<file path="config.mk">
export PLATFORM = sky130hd
export DESIGN_NAME = request_pipeline_credit_gate
export DESIGN_NICKNAME = d
export VERILOG_FILES = /design/src/crg_pkg.sv /design/src/crg_addsub.sv /design/src/crg_queue.sv /design/src/crg_ctrl.sv /design/src/request_pipeline_credit_gate.sv
export SDC_FILE = /design/constraint.sdc
export NUM_CORES = 2
export LEC_CHECK = 0
export BUFFER_PORTS_ARGS = -buffer_cell sky130_fd_sc_hd__buf_2
export CAP_MARGIN = 20
export CORE_MARGIN = 2
export CORE_UTILIZATION = 55
export CTS_CLUSTER_SIZE = 25
export DETAILED_ROUTE_END_ITERATION = 10
export PLACE_DENSITY_LB_ADDON = 0.08
export SLEW_MARGIN = 10
export SYNTH_ARGS = -nofsm -noshare
export SYNTH_HDL_FRONTEND = slang
export SYNTH_SLANG_ARGS = --single-unit
</file>
<file path="constraint.sdc">
create_clock -name clock -period 13.6 [get_ports clock]
set_input_delay 0.68 -clock clock [delete_from_list [all_inputs] [get_ports clock]]
set_output_delay 0.68 -clock clock [all_outputs]
set_load 0.05 [all_outputs]
</file>
<file path="src/crg_pkg.sv">
`timescale 1ns / 1ps
`default_nettype none
// ----------------------------------------------------------------------------
// Credit gate package
// Shared codes, field widths and the types that pass between the gate's units.
// ----------------------------------------------------------------------------
package crg_pkg;

   localparam int OP_W        = 3;
   localparam int KIND_W      = 2;
   localparam int ST_W        = 3;
   localparam int COUNT_W     = 8;
   localparam int LIMIT_W     = 32;
   localparam int BYTES_W     = 64;
   localparam int PIECE_W     = 32;
   localparam int OFFSET_W    = 32;
   localparam int LENGTH_W    = 24;
   localparam int CSR_INDEX_W = 4;
   localparam int CSR_DATA_W  = 32;

   // Request transaction: piece, offset, length from the lowest bit up.
   localparam int REQ_DATA_W = PIECE_W + OFFSET_W + LENGTH_W;
   // Result transaction: piece, offset, length, status, outstanding, pad.
   localparam int RSP_STATUS_LSB = PIECE_W + OFFSET_W + LENGTH_W;
   localparam int RSP_COUNT_LSB  = RSP_STATUS_LSB + ST_W;
   localparam int RSP_PAD_W      = 5;
   localparam int RSP_DATA_W     = RSP_COUNT_LSB + COUNT_W + RSP_PAD_W;

   localparam logic [OP_W-1:0] OP_REQUEST  = 3'd0;
   localparam logic [OP_W-1:0] OP_COMPLETE = 3'd1;
   localparam logic [OP_W-1:0] OP_REJECT   = 3'd2;
   localparam logic [OP_W-1:0] OP_CANCEL   = 3'd3;
   localparam logic [OP_W-1:0] OP_CHOKE    = 3'd4;
   localparam logic [OP_W-1:0] OP_UNCHOKE  = 3'd5;

   localparam logic [KIND_W-1:0] KIND_REQUEST = 2'd0;
   localparam logic [KIND_W-1:0] KIND_CANCEL  = 2'd1;
   localparam logic [KIND_W-1:0] KIND_STATUS  = 2'd2;

   localparam logic [ST_W-1:0] ST_DONE     = 3'd0;
   localparam logic [ST_W-1:0] ST_QUEUED   = 3'd1;
   localparam logic [ST_W-1:0] ST_DROPPED  = 3'd2;
   localparam logic [ST_W-1:0] ST_REMOVED  = 3'd3;
   localparam logic [ST_W-1:0] ST_RELEASED = 3'd4;

   localparam logic [CSR_INDEX_W-1:0] CSR_MAX_OUTSTANDING = 4'd0;
   localparam logic [CSR_INDEX_W-1:0] CSR_BYTE_LIMIT      = 4'd1;

   localparam logic [COUNT_W-1:0] MAX_OUT_RESET    = 8'd16;
   localparam logic [LIMIT_W-1:0] BYTE_LIMIT_RESET = 32'd1048576;

   typedef struct packed {
      logic [PIECE_W-1:0]  piece;
      logic [OFFSET_W-1:0] offset;
      logic [LENGTH_W-1:0] size;
   } entry_type;

   typedef struct packed {
      logic wr_en;
      logic rd_en;
   } qctl_type;

   typedef struct packed {
      logic [KIND_W-1:0]   kind;
      logic [PIECE_W-1:0]  piece;
      logic [OFFSET_W-1:0] offset;
      logic [LENGTH_W-1:0] length;
      logic [ST_W-1:0]     status;
      logic [COUNT_W-1:0]  outstanding;
      logic                last;
   } result_type;

endpackage
`default_nettype wire

</file>
<file path="src/crg_addsub.sv">
`timescale 1ns / 1ps
`default_nettype none
// ----------------------------------------------------------------------------
// Credit gate adder/subtractor
// The one 64-bit add/subtract unit that all byte accounting goes through.
// ----------------------------------------------------------------------------
module crg_addsub (
   input  logic [crg_pkg::BYTES_W-1:0] alu_a,
   input  logic [crg_pkg::BYTES_W-1:0] alu_b,
   input  logic                        alu_sub,
   output logic [crg_pkg::BYTES_W-1:0] alu_sum,
   output logic                        alu_carry
);
   import crg_pkg::*;

   logic [BYTES_W-1:0] b_op;

   // On a subtract, a set carry means no borrow, so a >= b.
   assign b_op = alu_sub ? ~alu_b : alu_b;
   assign {alu_carry, alu_sum} = {1'b0, alu_a} + {1'b0, b_op} + {{BYTES_W{1'b0}}, alu_sub};

endmodule
`default_nettype wire

</file>
<file path="src/crg_queue.sv">
`timescale 1ns / 1ps
`default_nettype none
// ----------------------------------------------------------------------------
// Credit gate request queue
// Circular store of waiting requests: one write port, one registered read port.
// ----------------------------------------------------------------------------
module crg_queue #(
   parameter int QUEUE_DEPTH = 32,
   localparam int QW = (QUEUE_DEPTH > 1) ? $clog2(QUEUE_DEPTH) : 1
) (
   input  logic               clock,
   input  crg_pkg::qctl_type  qctl,
   input  logic [QW-1:0]      wr_addr,
   input  crg_pkg::entry_type wr_data,
   input  logic [QW-1:0]      rd_addr,
   output crg_pkg::entry_type rd_data
);
   import crg_pkg::*;

   entry_type mem [QUEUE_DEPTH];
   entry_type rd_data_ff;

   always_ff @(posedge clock) begin
      if (qctl.wr_en) begin
         mem[wr_addr] <= wr_data;
      end
      if (qctl.rd_en) begin
         rd_data_ff <= mem[rd_addr];
      end
   end

   assign rd_data = rd_data_ff;

endmodule
`default_nettype wire

</file>
<file path="src/crg_ctrl.sv">
`timescale 1ns / 1ps
`default_nettype none
// ----------------------------------------------------------------------------
// Credit gate sequencer
// Steps one transaction through accounting, queue search, flush and output.
// ----------------------------------------------------------------------------
module crg_ctrl #(
   parameter int QUEUE_DEPTH = 32,
   localparam int QW = (QUEUE_DEPTH > 1) ? $clog2(QUEUE_DEPTH) : 1,
   localparam int CW = $clog2(QUEUE_DEPTH + 1)
) (
   input  logic                           clock,
   input  logic                           reset,
   input  logic                           start,
   input  logic [crg_pkg::OP_W-1:0]       opcode,
   input  crg_pkg::entry_type             item,
   input  logic [crg_pkg::COUNT_W-1:0]    max_outstanding,
   input  logic [crg_pkg::LIMIT_W-1:0]    byte_limit,
   input  logic                           push_ok,
   output logic                           idle,
   output logic                           push,
   output crg_pkg::result_type            result,
   output crg_pkg::qctl_type              qctl,
   output logic [QW-1:0]                  wr_addr,
   output crg_pkg::entry_type             wr_data,
   output logic [QW-1:0]                  rd_addr,
   input  crg_pkg::entry_type             rd_data,
   output logic [crg_pkg::BYTES_W-1:0]    alu_a,
   output logic [crg_pkg::BYTES_W-1:0]    alu_b,
   output logic                           alu_sub,
   input  logic [crg_pkg::BYTES_W-1:0]    alu_sum,
   input  logic                           alu_carry
);
   import crg_pkg::*;

   localparam logic [CW-1:0] DEPTH_C = CW'(QUEUE_DEPTH);
   localparam logic [CW-1:0] ONE_C   = CW'(1);

   localparam logic [4:0] S_IDLE    = 5'd0;
   localparam logic [4:0] S_START   = 5'd1;
   localparam logic [4:0] S_RQ_INF  = 5'd2;
   localparam logic [4:0] S_RQ_LIM  = 5'd3;
   localparam logic [4:0] S_RQ_ADD  = 5'd4;
   localparam logic [4:0] S_CP_INF  = 5'd5;
   localparam logic [4:0] S_CP_CMP  = 5'd6;
   localparam logic [4:0] S_CP_ADD  = 5'd7;
   localparam logic [4:0] S_DEB     = 5'd8;
   localparam logic [4:0] S_REL     = 5'd9;
   localparam logic [4:0] S_SR_RD   = 5'd10;
   localparam logic [4:0] S_SR_CMP  = 5'd11;
   localparam logic [4:0] S_RM_RD   = 5'd12;
   localparam logic [4:0] S_RM_WR   = 5'd13;
   localparam logic [4:0] S_FL_CHK  = 5'd14;
   localparam logic [4:0] S_FL_INF  = 5'd15;
   localparam logic [4:0] S_FL_LIM  = 5'd16;
   localparam logic [4:0] S_FL_ADD  = 5'd17;
   localparam logic [4:0] S_EMIT    = 5'd18;
   localparam logic [4:0] S_EM_PUSH = 5'd19;
   localparam logic [4:0] S_ECHO    = 5'd20;
   localparam logic [4:0] S_STATUS  = 5'd21;

   // Physical slot of a logical queue position, counted from a base slot.
   function automatic logic [QW-1:0] wrap_pos(input logic [QW-1:0] base,
                                              input logic [CW-1:0] off);
      logic [CW:0] s;
      s = {{(CW + 1 - QW){1'b0}}, base} + {1'b0, off};
      if (s >= {1'b0, DEPTH_C}) begin
         s = s - {1'b0, DEPTH_C};
      end
      return s[QW-1:0];
   endfunction

   logic [4:0]         state_ff, state_in;
   logic [OP_W-1:0]    op_ff, op_in;
   entry_type          item_ff, item_in;
   logic               choked_ff, choked_in;
   logic [COUNT_W-1:0] count_ff, count_in;
   logic [BYTES_W-1:0] req_bytes_ff, req_bytes_in;
   logic [BYTES_W-1:0] rcv_bytes_ff, rcv_bytes_in;
   logic [BYTES_W-1:0] inflight_ff, inflight_in;
   logic               over_ff, over_in;
   logic [QW-1:0]      head_ff, head_in;
   logic [CW-1:0]      fill_ff, fill_in;
   logic [CW-1:0]      idx_ff, idx_in;
   logic [CW-1:0]      nflush_ff, nflush_in;
   logic [QW-1:0]      emit_ptr_ff, emit_ptr_in;
   logic               echo_ff, echo_in;
   logic [KIND_W-1:0]  echo_kind_ff, echo_kind_in;
   logic [ST_W-1:0]    status_ff, status_in;

   logic [BYTES_W-1:0] len64;
   logic [CW-1:0]      idx_inc;
   logic [COUNT_W-1:0] count_inc;
   logic               at_limit;

   assign len64     = {{(BYTES_W - LENGTH_W){1'b0}}, item_ff.size};
   assign idx_inc   = idx_ff + ONE_C;
   assign count_inc = (count_ff != {COUNT_W{1'b1}}) ? count_ff + 8'd1 : count_ff;
   // Valid in the limit states, where the unit computes inflight - limit.
   assign at_limit  = alu_carry || (count_ff >= max_outstanding);
   assign idle      = (state_ff == S_IDLE);

   always_comb begin
      state_in     = state_ff;
      op_in        = op_ff;
      item_in      = item_ff;
      choked_in    = choked_ff;
      count_in     = count_ff;
      req_bytes_in = req_bytes_ff;
      rcv_bytes_in = rcv_bytes_ff;
      inflight_in  = inflight_ff;
      over_in      = over_ff;
      head_in      = head_ff;
      fill_in      = fill_ff;
      idx_in       = idx_ff;
      nflush_in    = nflush_ff;
      emit_ptr_in  = emit_ptr_ff;
      echo_in      = echo_ff;
      echo_kind_in = echo_kind_ff;
      status_in    = status_ff;

      qctl    = '0;
      wr_addr = head_ff;
      wr_data = item_ff;
      rd_addr = head_ff;
      push    = 1'b0;
      result  = '0;
      result.outstanding = count_ff;
      alu_a   = '0;
      alu_b   = '0;
      alu_sub = 1'b0;

      case (state_ff)
         S_IDLE: begin
            if (start) begin
               op_in    = opcode;
               item_in  = item;
               state_in = S_START;
            end
         end
         S_START: begin
            nflush_in = '0;
            echo_in   = 1'b0;
            status_in = ST_DONE;
            idx_in    = '0;
            case (op_ff)
               OP_REQUEST:  state_in = S_RQ_INF;
               OP_COMPLETE: state_in = S_CP_INF;
               OP_REJECT:   state_in = S_DEB;
               OP_CANCEL:   state_in = S_SR_RD;
               OP_CHOKE: begin
                  choked_in    = 1'b1;
                  fill_in      = '0;
                  count_in     = '0;
                  req_bytes_in = '0;
                  rcv_bytes_in = '0;
                  state_in     = S_STATUS;
               end
               OP_UNCHOKE: begin
                  choked_in = 1'b0;
                  state_in  = S_FL_CHK;
               end
               default: state_in = S_STATUS;
            endcase
         end
         S_RQ_INF, S_CP_INF: begin
            alu_a       = req_bytes_ff;
            alu_b       = rcv_bytes_ff;
            alu_sub     = 1'b1;
            inflight_in = alu_carry ? alu_sum : '0;
            over_in     = ~alu_carry;
            state_in    = (state_ff == S_RQ_INF) ? S_RQ_LIM : S_CP_CMP;
         end
         S_RQ_LIM: begin
            alu_a   = inflight_ff;
            alu_b   = {{(BYTES_W - LIMIT_W){1'b0}}, byte_limit};
            alu_sub = 1'b1;
            if (at_limit) begin
               if (fill_ff != DEPTH_C) begin
                  qctl.wr_en = 1'b1;
                  wr_addr    = wrap_pos(head_ff, fill_ff);
                  fill_in    = fill_ff + ONE_C;
                  status_in  = ST_QUEUED;
               end else begin
                  status_in = ST_DROPPED;
               end
               state_in = S_STATUS;
            end else begin
               count_in = count_inc;
               state_in = S_RQ_ADD;
            end
         end
         S_RQ_ADD: begin
            alu_a        = req_bytes_ff;
            alu_b        = len64;
            req_bytes_in = alu_sum;
            echo_in      = 1'b1;
            echo_kind_in = KIND_REQUEST;
            state_in     = S_EMIT;
         end
         S_CP_CMP: begin
            // Credit is clamped when received already exceeds requested or
            // the completion is larger than what is in flight.
            alu_a   = inflight_ff;
            alu_b   = len64;
            alu_sub = 1'b1;
            if (over_ff || !alu_carry) begin
               rcv_bytes_in = req_bytes_ff;
               state_in     = S_REL;
            end else begin
               state_in = S_CP_ADD;
            end
         end
         S_CP_ADD: begin
            alu_a        = rcv_bytes_ff;
            alu_b        = len64;
            rcv_bytes_in = alu_sum;
            state_in     = S_REL;
         end
         S_DEB: begin
            alu_a        = req_bytes_ff;
            alu_b        = len64;
            alu_sub      = 1'b1;
            req_bytes_in = alu_carry ? alu_sum : '0;
            state_in     = S_REL;
         end
         S_REL: begin
            if (count_ff != '0) begin
               count_in = count_ff - 8'd1;
            end
            state_in = S_FL_CHK;
         end
         S_SR_RD: begin
            if (idx_ff == fill_ff) begin
               echo_in      = 1'b1;
               echo_kind_in = KIND_CANCEL;
               status_in    = ST_RELEASED;
               state_in     = S_DEB;
            end else begin
               qctl.rd_en = 1'b1;
               rd_addr    = wrap_pos(head_ff, idx_ff);
               state_in   = S_SR_CMP;
            end
         end
         S_SR_CMP: begin
            if (rd_data == item_ff) begin
               status_in = ST_REMOVED;
               state_in  = S_RM_RD;
            end else begin
               idx_in   = idx_inc;
               state_in = S_SR_RD;
            end
         end
         S_RM_RD: begin
            if (idx_inc == fill_ff) begin
               fill_in  = fill_ff - ONE_C;
               state_in = S_FL_CHK;
            end else begin
               qctl.rd_en = 1'b1;
               rd_addr    = wrap_pos(head_ff, idx_inc);
               state_in   = S_RM_WR;
            end
         end
         S_RM_WR: begin
            qctl.wr_en = 1'b1;
            wr_addr    = wrap_pos(head_ff, idx_ff);
            wr_data    = rd_data;
            idx_in     = idx_inc;
            state_in   = S_RM_RD;
         end
         S_FL_CHK: begin
            // Flushed entries stay in place behind the head until they are
            // read back out for the result stream.
            emit_ptr_in = head_ff;
            state_in    = choked_ff ? S_EMIT : S_FL_INF;
         end
         S_FL_INF: begin
            if (fill_ff == '0) begin
               state_in = S_EMIT;
            end else begin
               alu_a       = req_bytes_ff;
               alu_b       = rcv_bytes_ff;
               alu_sub     = 1'b1;
               inflight_in = alu_carry ? alu_sum : '0;
               qctl.rd_en  = 1'b1;
               rd_addr     = head_ff;
               state_in    = S_FL_LIM;
            end
         end
         S_FL_LIM: begin
            alu_a   = inflight_ff;
            alu_b   = {{(BYTES_W - LIMIT_W){1'b0}}, byte_limit};
            alu_sub = 1'b1;
            if (at_limit) begin
               state_in = S_EMIT;
            end else begin
               count_in = count_inc;
               state_in = S_FL_ADD;
            end
         end
         S_FL_ADD: begin
            alu_a        = req_bytes_ff;
            alu_b        = {{(BYTES_W - LENGTH_W){1'b0}}, rd_data.size};
            req_bytes_in = alu_sum;
            head_in      = wrap_pos(head_ff, ONE_C);
            fill_in      = fill_ff - ONE_C;
            nflush_in    = nflush_ff + ONE_C;
            state_in     = S_FL_INF;
         end
         S_EMIT: begin
            if (nflush_ff != '0) begin
               qctl.rd_en = 1'b1;
               rd_addr    = emit_ptr_ff;
               state_in   = S_EM_PUSH;
            end else begin
               state_in = echo_ff ? S_ECHO : S_STATUS;
            end
         end
         S_EM_PUSH: begin
            result.kind   = KIND_REQUEST;
            result.piece  = rd_data.piece;
            result.offset = rd_data.offset;
            result.length = rd_data.size;
            if (push_ok) begin
               push        = 1'b1;
               emit_ptr_in = wrap_pos(emit_ptr_ff, ONE_C);
               nflush_in   = nflush_ff - ONE_C;
               state_in    = S_EMIT;
            end
         end
         S_ECHO: begin
            result.kind   = echo_kind_ff;
            result.piece  = item_ff.piece;
            result.offset = item_ff.offset;
            result.length = item_ff.size;
            if (push_ok) begin
               push     = 1'b1;
               state_in = S_STATUS;
            end
         end
         S_STATUS: begin
            result.kind   = KIND_STATUS;
            result.status = status_ff;
            result.last   = 1'b1;
            if (push_ok) begin
               push     = 1'b1;
               state_in = S_IDLE;
            end
         end
         default: state_in = S_IDLE;
      endcase
   end

   always_ff @(posedge clock) begin
      if (reset) begin
         state_ff     <= S_IDLE;
         choked_ff    <= 1'b1;
         count_ff     <= '0;
         req_bytes_ff <= '0;
         rcv_bytes_ff <= '0;
         head_ff      <= '0;
         fill_ff      <= '0;
      end else begin
         state_ff     <= state_in;
         choked_ff    <= choked_in;
         count_ff     <= count_in;
         req_bytes_ff <= req_bytes_in;
         rcv_bytes_ff <= rcv_bytes_in;
         head_ff      <= head_in;
         fill_ff      <= fill_in;
      end
   end

   always_ff @(posedge clock) begin
      op_ff        <= op_in;
      item_ff      <= item_in;
      inflight_ff  <= inflight_in;
      over_ff      <= over_in;
      idx_ff       <= idx_in;
      nflush_ff    <= nflush_in;
      emit_ptr_ff  <= emit_ptr_in;
      echo_ff      <= echo_in;
      echo_kind_ff <= echo_kind_in;
      status_ff    <= status_in;
   end

endmodule
`default_nettype wire

</file>
<file path="src/request_pipeline_credit_gate.sv">
`timescale 1ns / 1ps
`default_nettype none
// ----------------------------------------------------------------------------
// Request pipeline credit gate
// Limits block requests by outstanding count and in-flight bytes.
// ----------------------------------------------------------------------------
// Commands enter on the req_ stream (opcode in tuser), results leave on the
// rsp_ stream: wire requests and cancels first, then one status transaction
// with tlast set. The csr_ channel writes the two limits and is always ready.
// One command is processed at a time; req_tready is low while it runs.
// Each command is sequenced through one shared 64-bit add/subtract unit and
// the single read port of the queue memory. A choke or an unknown opcode only
// returns a status; a request is issued, queued or dropped. A completion
// (clamped or not), a reject and an unchoke are followed, unless choked, by a
// flush of queue entries that stops at a limit or when the queue is empty; a
// cancel searches the queue entry by entry, shifts later entries down on
// removal and then flushes the same way.
// Reset empties the queue, clears all accounting, restores the default limits
// and starts in the choked state. A stalled receiver holds the result in the
// output register; the sequencer waits there, and a new command is accepted
// once the status transaction has moved into that register.
// ----------------------------------------------------------------------------
module request_pipeline_credit_gate #(
   parameter int QUEUE_DEPTH = 32
) (
   input  logic                                  clock,
   input  logic                                  reset,
   input  logic                                  req_tvalid,
   output logic                                  req_tready,
   // piece [31:0], begin offset [63:32], length [87:64]
   input  logic [crg_pkg::REQ_DATA_W-1:0]        req_tdata,
   // opcode [2:0]
   input  logic [crg_pkg::OP_W-1:0]              req_tuser,
   output logic                                  rsp_tvalid,
   input  logic                                  rsp_tready,
   // out_index [31:0], out_begin [63:32], out_length [87:64], status [90:88],
   // outstanding_now [98:91], zero pad [103:99]
   output logic [crg_pkg::RSP_DATA_W-1:0]        rsp_tdata,
   // kind [1:0]
   output logic [crg_pkg::KIND_W-1:0]            rsp_tuser,
   output logic                                  rsp_tlast,
   input  logic                                  csr_valid,
   output logic                                  csr_ready,
   input  logic [crg_pkg::CSR_INDEX_W-1:0]       csr_index,
   input  logic [crg_pkg::CSR_DATA_W-1:0]        csr_data
);
   import crg_pkg::*;

   localparam int QW = (QUEUE_DEPTH > 1) ? $clog2(QUEUE_DEPTH) : 1;

   logic [COUNT_W-1:0] max_out_ff;
   logic [LIMIT_W-1:0] byte_limit_ff;

   logic               rsp_valid_ff, rsp_valid_in;
   result_type         rsp_item_ff, rsp_item_in;

   entry_type          req_item;
   logic               idle;
   logic               push;
   logic               push_ok;
   result_type         result;
   qctl_type           qctl;
   logic [QW-1:0]      wr_addr;
   logic [QW-1:0]      rd_addr;
   entry_type          wr_data;
   entry_type          rd_data;
   logic [BYTES_W-1:0] alu_a;
   logic [BYTES_W-1:0] alu_b;
   logic               alu_sub;
   logic [BYTES_W-1:0] alu_sum;
   logic               alu_carry;

   always_comb begin
      req_item.piece  = req_tdata[PIECE_W-1:0];
      req_item.offset = req_tdata[PIECE_W +: OFFSET_W];
      req_item.size   = req_tdata[PIECE_W + OFFSET_W +: LENGTH_W];
   end

   assign req_tready = idle;
   assign csr_ready  = 1'b1;

   always_ff @(posedge clock) begin
      if (reset) begin
         max_out_ff    <= MAX_OUT_RESET;
         byte_limit_ff <= BYTE_LIMIT_RESET;
      end else if (csr_valid) begin
         case (csr_index)
            CSR_MAX_OUTSTANDING: max_out_ff    <= csr_data[COUNT_W-1:0];
            CSR_BYTE_LIMIT:      byte_limit_ff <= csr_data[LIMIT_W-1:0];
            default: ;
         endcase
      end
   end

   crg_addsub u_addsub (
      .alu_a     (alu_a),
      .alu_b     (alu_b),
      .alu_sub   (alu_sub),
      .alu_sum   (alu_sum),
      .alu_carry (alu_carry)
   );

   crg_queue #(
      .QUEUE_DEPTH (QUEUE_DEPTH)
   ) u_queue (
      .clock   (clock),
      .qctl    (qctl),
      .wr_addr (wr_addr),
      .wr_data (wr_data),
      .rd_addr (rd_addr),
      .rd_data (rd_data)
   );

   crg_ctrl #(
      .QUEUE_DEPTH (QUEUE_DEPTH)
   ) u_ctrl (
      .clock           (clock),
      .reset           (reset),
      .start           (req_tvalid & req_tready),
      .opcode          (req_tuser),
      .item            (req_item),
      .max_outstanding (max_out_ff),
      .byte_limit      (byte_limit_ff),
      .push_ok         (push_ok),
      .idle            (idle),
      .push            (push),
      .result          (result),
      .qctl            (qctl),
      .wr_addr         (wr_addr),
      .wr_data         (wr_data),
      .rd_addr         (rd_addr),
      .rd_data         (rd_data),
      .alu_a           (alu_a),
      .alu_b           (alu_b),
      .alu_sub         (alu_sub),
      .alu_sum         (alu_sum),
      .alu_carry       (alu_carry)
   );

   // Output register: a new result may load in the same cycle the held one
   // is taken.
   assign push_ok = !rsp_valid_ff || rsp_tready;

   always_comb begin
      rsp_item_in  = push ? result : rsp_item_ff;
      if (push) begin
         rsp_valid_in = 1'b1;
      end else if (rsp_tready) begin
         rsp_valid_in = 1'b0;
      end else begin
         rsp_valid_in = rsp_valid_ff;
      end
   end

   always_ff @(posedge clock) begin
      if (reset) begin
         rsp_valid_ff <= 1'b0;
      end else begin
         rsp_valid_ff <= rsp_valid_in;
      end
   end

   always_ff @(posedge clock) begin
      rsp_item_ff <= rsp_item_in;
   end

   assign rsp_tvalid = rsp_valid_ff;
   assign rsp_tuser  = rsp_item_ff.kind;
   assign rsp_tlast  = rsp_item_ff.last;
   assign rsp_tdata  = {{RSP_PAD_W{1'b0}}, rsp_item_ff.outstanding, rsp_item_ff.status,
                        rsp_item_ff.length, rsp_item_ff.offset, rsp_item_ff.piece};

endmodule
`default_nettype wire

</file>
### Word level (Yosys, flattened, before mapping)

Memories as Yosys holds them, arrays and structs flattened. A register that Yosys moved wholly into a read port is not among the register bits.
Cells that the tools add are included.

| word-level totals | value |
|---|---|
| bits in registers | 475 |
| bits in writable memories | 2,816 |
| input port bits | 132 |
| output and inout port bits | 110 |
| logic and storage cells | 241 |
| memories | 1 |

| cells by class | value |
|---|---|
| add/subtract/negate cells | 19 |
| $lt $le $gt $ge | 6 |
| eq/ne operators | 48 |
| multiplexer cells | 86 |
| bitwise operators | 3 |
| reduce and logical (&&, ||, !) cells | 49 |

Memory list:

| memory | depth | width | rd ports | clocked after Yosys merged registers in | wr ports | RTL line | source |
|---|---|---|---|---|---|---|---|
| u_queue.mem | 32 | 88 | 1 | 1 | 1 | crg_queue.sv:20 | `entry_type mem [QUEUE_DEPTH];` |

Operators with widths:

| cell | number |
|---|---|
| two-way mux 64 bit | 7 |
| one-hot mux 64 bit (3 select lines) | 2 |
| one-hot mux 64 bit (5 select lines) | 1 |
| one-hot mux 64 bit (4 select lines) | 1 |
| one-hot mux 88 bit (2 select lines) | 1 |
| one-hot mux 64 bit (2 select lines) | 1 |
| one-hot mux 5 bit (20 select lines) | 1 |
| two-way mux 5 bit | 18 |
| equality test 88 bit | 1 |
| two-way mux 88 bit | 1 |
| adder 64 x 64 -> 65 bit | 1 |
| adder 65 x 1 -> 65 bit | 1 |
| NOT 64 bit | 1 |
| equality test 5 x 4 -> 1 bit (second input constant) | 8 |
| two-way mux 6 bit | 6 |
| one-hot mux 6 bit (3 select lines) | 2 |
| two-way mux 8 bit | 4 |
| equality test 5 bit (second input constant) | 6 |
| one-hot mux 5 bit (5 select lines) | 1 |
| subtractor 5 x 1 -> 5 bit (second input constant) | 5 |
| one-hot mux 6 bit (4 select lines) | 1 |
| one-hot mux 8 bit (3 select lines) | 1 |
| AND reduction 2 bit | 11 |
| adder 5 x 6 -> 7 bit | 3 |
| other kinds (52) | 126 |

### Logic depth before layout (Yosys ltp)

| depth | value |
|---|---|
| word-level depth | 12 |
| mapped depth | 25 |
| gate-level depth less buffers | 19 |

### Hierarchy

Synthesis repeated with hierarchy kept, for this count alone.

| unflattened totals | value |
|---|---|
| cell total of the unflattened synthesis | 7,947 |
| area total of the unflattened synthesis | 137,977.3 um^2 |

Modules (own cells, without submodules):

| module | instances | cells each | area each (um^2) | sequential area each (um^2) |
|---|---|---|---|---|
| crg_queue | 1 | 5,145 | 109,687.7 | 87,203.6 |
| crg_ctrl | 1 | 1,876 | 18,980.7 | 8,408.1 |
| request_pipeline_credit_gate | 1 | 289 | 4,859.7 | 3,883.7 |
| crg_addsub | 1 | 637 | 4,449.3 | 0.0 |

### Least setup slack after synthesis

No wires, ideal clock.

| timing | value |
|---|---|
| kind | reg2reg |
| start | register u_ctrl.state_ff[1] |
| end | memory u_queue.mem[30][0] in the netlist's numbering (enable) |
| library setup time | 643 ps |
| data arrival time | 12,470 ps |
| required time | 12,957 ps |
| path slack | 488 ps |
| cell stages (with the launch flop) | 25 |
| buffers on the path | 8 |
| period minus slack after synthesis | 13,112 ps |
| cell sequence | dfxtp_1 -> buf_2 -> buf_4 -> nand2_1 -> a211oi_1 -> or2_2 -> clkbuf_1 -> clkbuf_1 -> clkbuf_1 -> a21oi_1 -> ha_1 -> clkbuf_1 -> a21o_1 -> a21o_1 -> a21oi_1 -> o21ai_0 -> a221oi_1 -> o21a_1 -> o211ai_4 -> buf_6 -> a31oi_1 -> nor2_1 -> or2_1 -> clkbuf_1 -> nor3_1 |

| on the way | value |
|---|---|
| word-level cells in the longest chain between the ends | 12 |
| elaborated cells between the ends (all ways) | 31 |
| those cells by class | 2 x add/sub; 11 x eq/ne; 10 x mux; 1 x bitwise; 7 x reduce/logical |

Ends and longest elaborated chain:

| item | RTL line | source |
|---|---|---|
| start, declared | crg_ctrl.sv:73 | `logic [4:0] state_ff, state_in;` |
| start signal, assigned | crg_ctrl.sv:364 | `state_ff <= state_in;` |
| equality test 5 x 3 -> 1 bit (tied with other cells) | crg_ctrl.sv:133 | `case (state_ff)` |
| OR reduction 4 bit (no line) (tied with other cells) | -- |  |
| one-hot mux 64 bit (5 select lines) | crg_ctrl.sv:133 |  |
| NOT 64 bit | crg_addsub.sv:19 | `assign b_op = alu_sub ? ~alu_b : alu_b;` |
| two-way mux 64 bit | crg_addsub.sv:19 |  |
| adder 64 x 64 -> 65 bit | crg_addsub.sv:20 | `assign {alu_carry, alu_sum} = {1'b0, alu_a} + {1'b0, b_op} + {{BYTES_W{1'b0}}, alu_sub};` |
| adder 65 x 1 -> 65 bit | crg_addsub.sv:20 |  |
| logical OR 1 bit | crg_ctrl.sv:100 | `assign at_limit = alu_carry \|\| (count_ff >= max_outstanding);` |
| two-way mux 1 bit | crg_ctrl.sv:178 | `if (at_limit) begin` |
| one-hot mux 1 bit (2 select lines) | crg_ctrl.sv:133 |  |
| two-way mux 1 bit | crg_queue.sv:24 | `if (qctl.wr_en) begin` |
| two-way mux 1 bit (implied by the code) | crg_queue.sv:25 | `mem[wr_addr] <= wr_data;` |
| end, declared | crg_queue.sv:20 |  |

Parallel ways exist; a longest one is shown, timed or not.

### Worst setup path after layout

| timing | value |
|---|---|
| start | register u_ctrl.state_ff[3] |
| end | memory u_queue.mem[22][60] in the netlist's numbering (enable) |

Same word-level chain as after synthesis.

==> metrics.cfg <==
[status]
outcome=completed

[worst_hold_path]
min_to=byte_limit_ff[18]
hold_class=primary input to register
hold_start=csr_data[18]
whs_path_depth=3

[synthesis]
synth-adder-area-share=0.0100
yosysWarnings=0
synth_seq_cells=3378
post_synth_and_or_nand_nor_area_fraction=0.104
syn_inst=10100
synth_area_leader_cell=edfxtp_1
netlist_area_mm2=0.139
synth_edf_count=3184
synth_seq_area_share=0.716
avgSynthCellArea_um2=13.8
synthMuxAreaShare=0.0378
synth_top_family_by_area=simple AND/OR/NAND/NOR gates
synth_commonest_cells=3184 x edfxtp_1, 2003 x nand2_1, 504 x a21oi_1, 439 x mux2i_1, 423 x clkbuf_1
synth_area_leaders=edfxtp_1 69%, nand2_1 5.4%, mux2i_1 3.2%
ys_async_sr_fraction=0
synth_compound_area_frac=0.0938
synth_most_common_cell=edfxtp_1
synthDistinctLibCells=106
synth_top_area_frac=0.688
synth_xor_xnor_area_share=0.0136
ys.flop_type=edfxtp_1

[floorplan]
die_w_um=507
rows=184
die_y_um=507
core_area_mm2=0.251
num_io_pins=242
die_area_mm2=0.257
start_util=0.553

[clock_network]
numCtsBuffers=360
clkSinkCount=3378
holdBufCountCts=108
cts_tree=done
cts-root-buf=clkbuf_16
cts_setup_buffers=0
cts_buffer_depth=4
cts-resized-gates=0
clkLatencyLatePin_ns=0.99
clkTransAtPathRegs_ns=0.07
cts.htree.levels=5

[worst_setup_path]
worstPathMaxFanout=87
worstSetupEndpointType=register
path_cells=buf_4 > nand3b_1 > a211oi_1 > or2_4 > buf_4 > a21oi_1 > ha_1 > and3_1 > nand2_1 > nor3_1 > nand3_1 > nor3_1 > inv_1 > o211ai_4 > o22ai_2 > a21oi_2 > o21ai_1 > nor3_2 > buf_4 > buf_4
max_stage_delay_ns=0.92
critPathLaunchType=register
rr_worst_depth=20
critPathArrivalTime_ns=9.43
required_ns=14.17
path_class=register to register
r2r_end=u_queue.mem[22][60]
slowest_stage=buf_4
reg2reg_slack_ns=4.74
r2r_start=u_ctrl.state_ff[3]
cp_common_cell=buf_4

[timing]
finalSetupTns_ns=0
worst_slew_pin_slew_ns=1.24
post-route-min-period_ns=8.86
whs_ns=0.0330
rsz0062_at_grt=no
fmax_ghz=0.113
relSlewSlack=0.168
setup_violations=0
skew_ns=0.0776
final_hold_viol_count=0
period_share=0.652
final-max-slew-violation-count=0

[route]
viasPerCell=6.52
drc_errors=0
routed.top_layer=met5
postRouteAntennaNets=0
drt_iter0_drc=13200
wl_per_cell_um=31.2
wl_um=437000
dr_wl_met3_um=44200
first_pass_iters=7
met2_length_um=198000
num_vias=91500
wl_met1_um=175000

[grt]
grt_start_max_net_pins=133
grt_pass1_wl_um=621000
grtUsageTotal=0.334
grt_antenna_before_repair=13
first_global_vias=86500
overflow=0

[pwr]
pwr-share-clk=0.347
p_int_w=0.0191
combinationalPowerShare=0.182
p_switching_w=0.00783
swShare=0.291
power_density_mw_per_mm2=171
leakage_nw=52.0
p_seq_frac=0.470
ir_drop_mv=0.164

[place]
place_hpwl_um=255000
gp_congestion=0.915
port_buffers=235

[final_layout]
layout-drive-gt1-share=0.107
num-nets-final=10600
syn_to_final_growth_pct=12.9

[job]
max-cap-violations=0

[cell families (layout without fill, tap and decap cells)]
kind of cell	count (synthesis)	after routing
flops	3378	3378
simple gates	3328	3328
compound gates	1784	1784
buf+inv	803	1382
mux	477	477
xor+xnor	214	214
fa+ha+maj	107	107
other cells	2	18
[power groups by stage]
stage	Clock (W)	Combinational, W	Sequential [W]
final	0.00934	0.00490	0.0127
after global routing	0.00983	0.00524	0.0127
after CTS	0.00942	0.00473	0.0127
after detailed placement	0	0.00468	0.0129
after global placement	0	0.00455	0.0129
after floorplan	0	0.00294	0.0128
[per-stage QoR]
stage | setup slack, ns | utilization | instance area (µm²) | power [W] | instances
finish | 4.74 | 0.625 | 157000 | 0.0269 | 14000
global route | 4.26 | 0.625 | 157000 | 0.0277 | 14000
CTS | 4.82 | 0.622 | 156000 | 0.0268 | 14000
detailed placement | 4.87 | 0.574 | 144000 | 0.0176 | 13200
global placement | 4.97 | 0.573 | 144000 | 0.0174 | 13200
floorplan | 0.488 | - | 139000 | 0.0157 | 10100
[cells in the final DEF (no fill, tap or decap), types with 156 or more instances in the layout]
master     instances
a21oi_1          503
buf_4            220
buf_2            236
clkbuf_16        366
nor2_1           292
a221oi_1         356
dfxtp_1          194
nand2_1         2000
and3_1           156
edfxtp_1        3184
nand3_1          333
mux2i_1          439
[cell type report]
| class | instances | area (µm²) |
|---|---|---|
| diodes | 12 | 30.0 |
| clock buffers | 433 | 9440 |
| clock inverters | 202 | 1590 |
| fillers | 18800 | 94300 |
| inverters | 127 | 477 |
| multi-input cells | 5916 | 36700 |
| flip-flops and latches | 3378 | 99500 |
| well taps | 3348 | 4190 |
| repair buffers | 620 | 5030 |
[worst max path at each step]
stage / startpoint / cells past startpoint / end / slack (ns)
final: u_ctrl.state_ff[3] / 20 / u_queue.mem[22][60] / 4.74
after global routing: u_ctrl.state_ff[3] / 20 / u_queue.mem[22][76] / 4.26
after detailed placement: u_ctrl.state_ff[3] / 19 / u_queue.mem[29][35] / 4.87
after global placement: u_ctrl.state_ff[3] / 20 / u_queue.mem[8][22] / 4.97
after CTS: u_ctrl.state_ff[3] / 20 / u_queue.mem[22][76] / 4.82
after floorplan: u_ctrl.state_ff[1] / 24 / u_queue.mem[30][0] / 0.49
[critical path, delay by kind of cell, from the launching register on]
| kind | cells | cell delay [ns] |
|---|---|---|
| compound gates | 6 | 2.20 |
| simple gates | 8 | 2.36 |
| fa+ha+maj | 1 | 0.46 |
| flops | 1 | 0.31 |
| buf+inv | 5 | 3.03 |
[flip-flops by register name, indices dropped and copies added, names as in the netlist, 2 cells and up]
| signal | count |
|---|---|
| u_queue.mem | 2816 |
| u_queue.rd_data | 88 |
| u_ctrl.op_ff | 3 |
| u_ctrl.status_ff | 3 |
| u_ctrl.idx_ff | 6 |
| max_out_ff | 8 |
| u_ctrl.fill_ff | 6 |
| u_ctrl.req_bytes_ff | 64 |
| rsp_tuser | 2 |
| u_ctrl.state_ff | 5 |
| u_ctrl.inflight_ff | 64 |
| u_ctrl.rcv_bytes_ff | 64 |
| u_ctrl.item_ff | 88 |
| rsp_tdata | 99 |
| u_ctrl.head_ff | 5 |
| u_ctrl.emit_ptr_ff | 5 |
| byte_limit_ff | 32 |
| u_ctrl.nflush_ff | 6 |
| u_ctrl.count_ff | 8 |
[per-layer routing]
metal / up-vias / track usage
li1: 39200 / -
met1: 46300 / 0.474
met2: 5167 / 0.510
met3: 808 / 0.0626
met4: 8 / 0.138
met5: - / 0
Note: power is estimated with default switching activity, not from simulation.
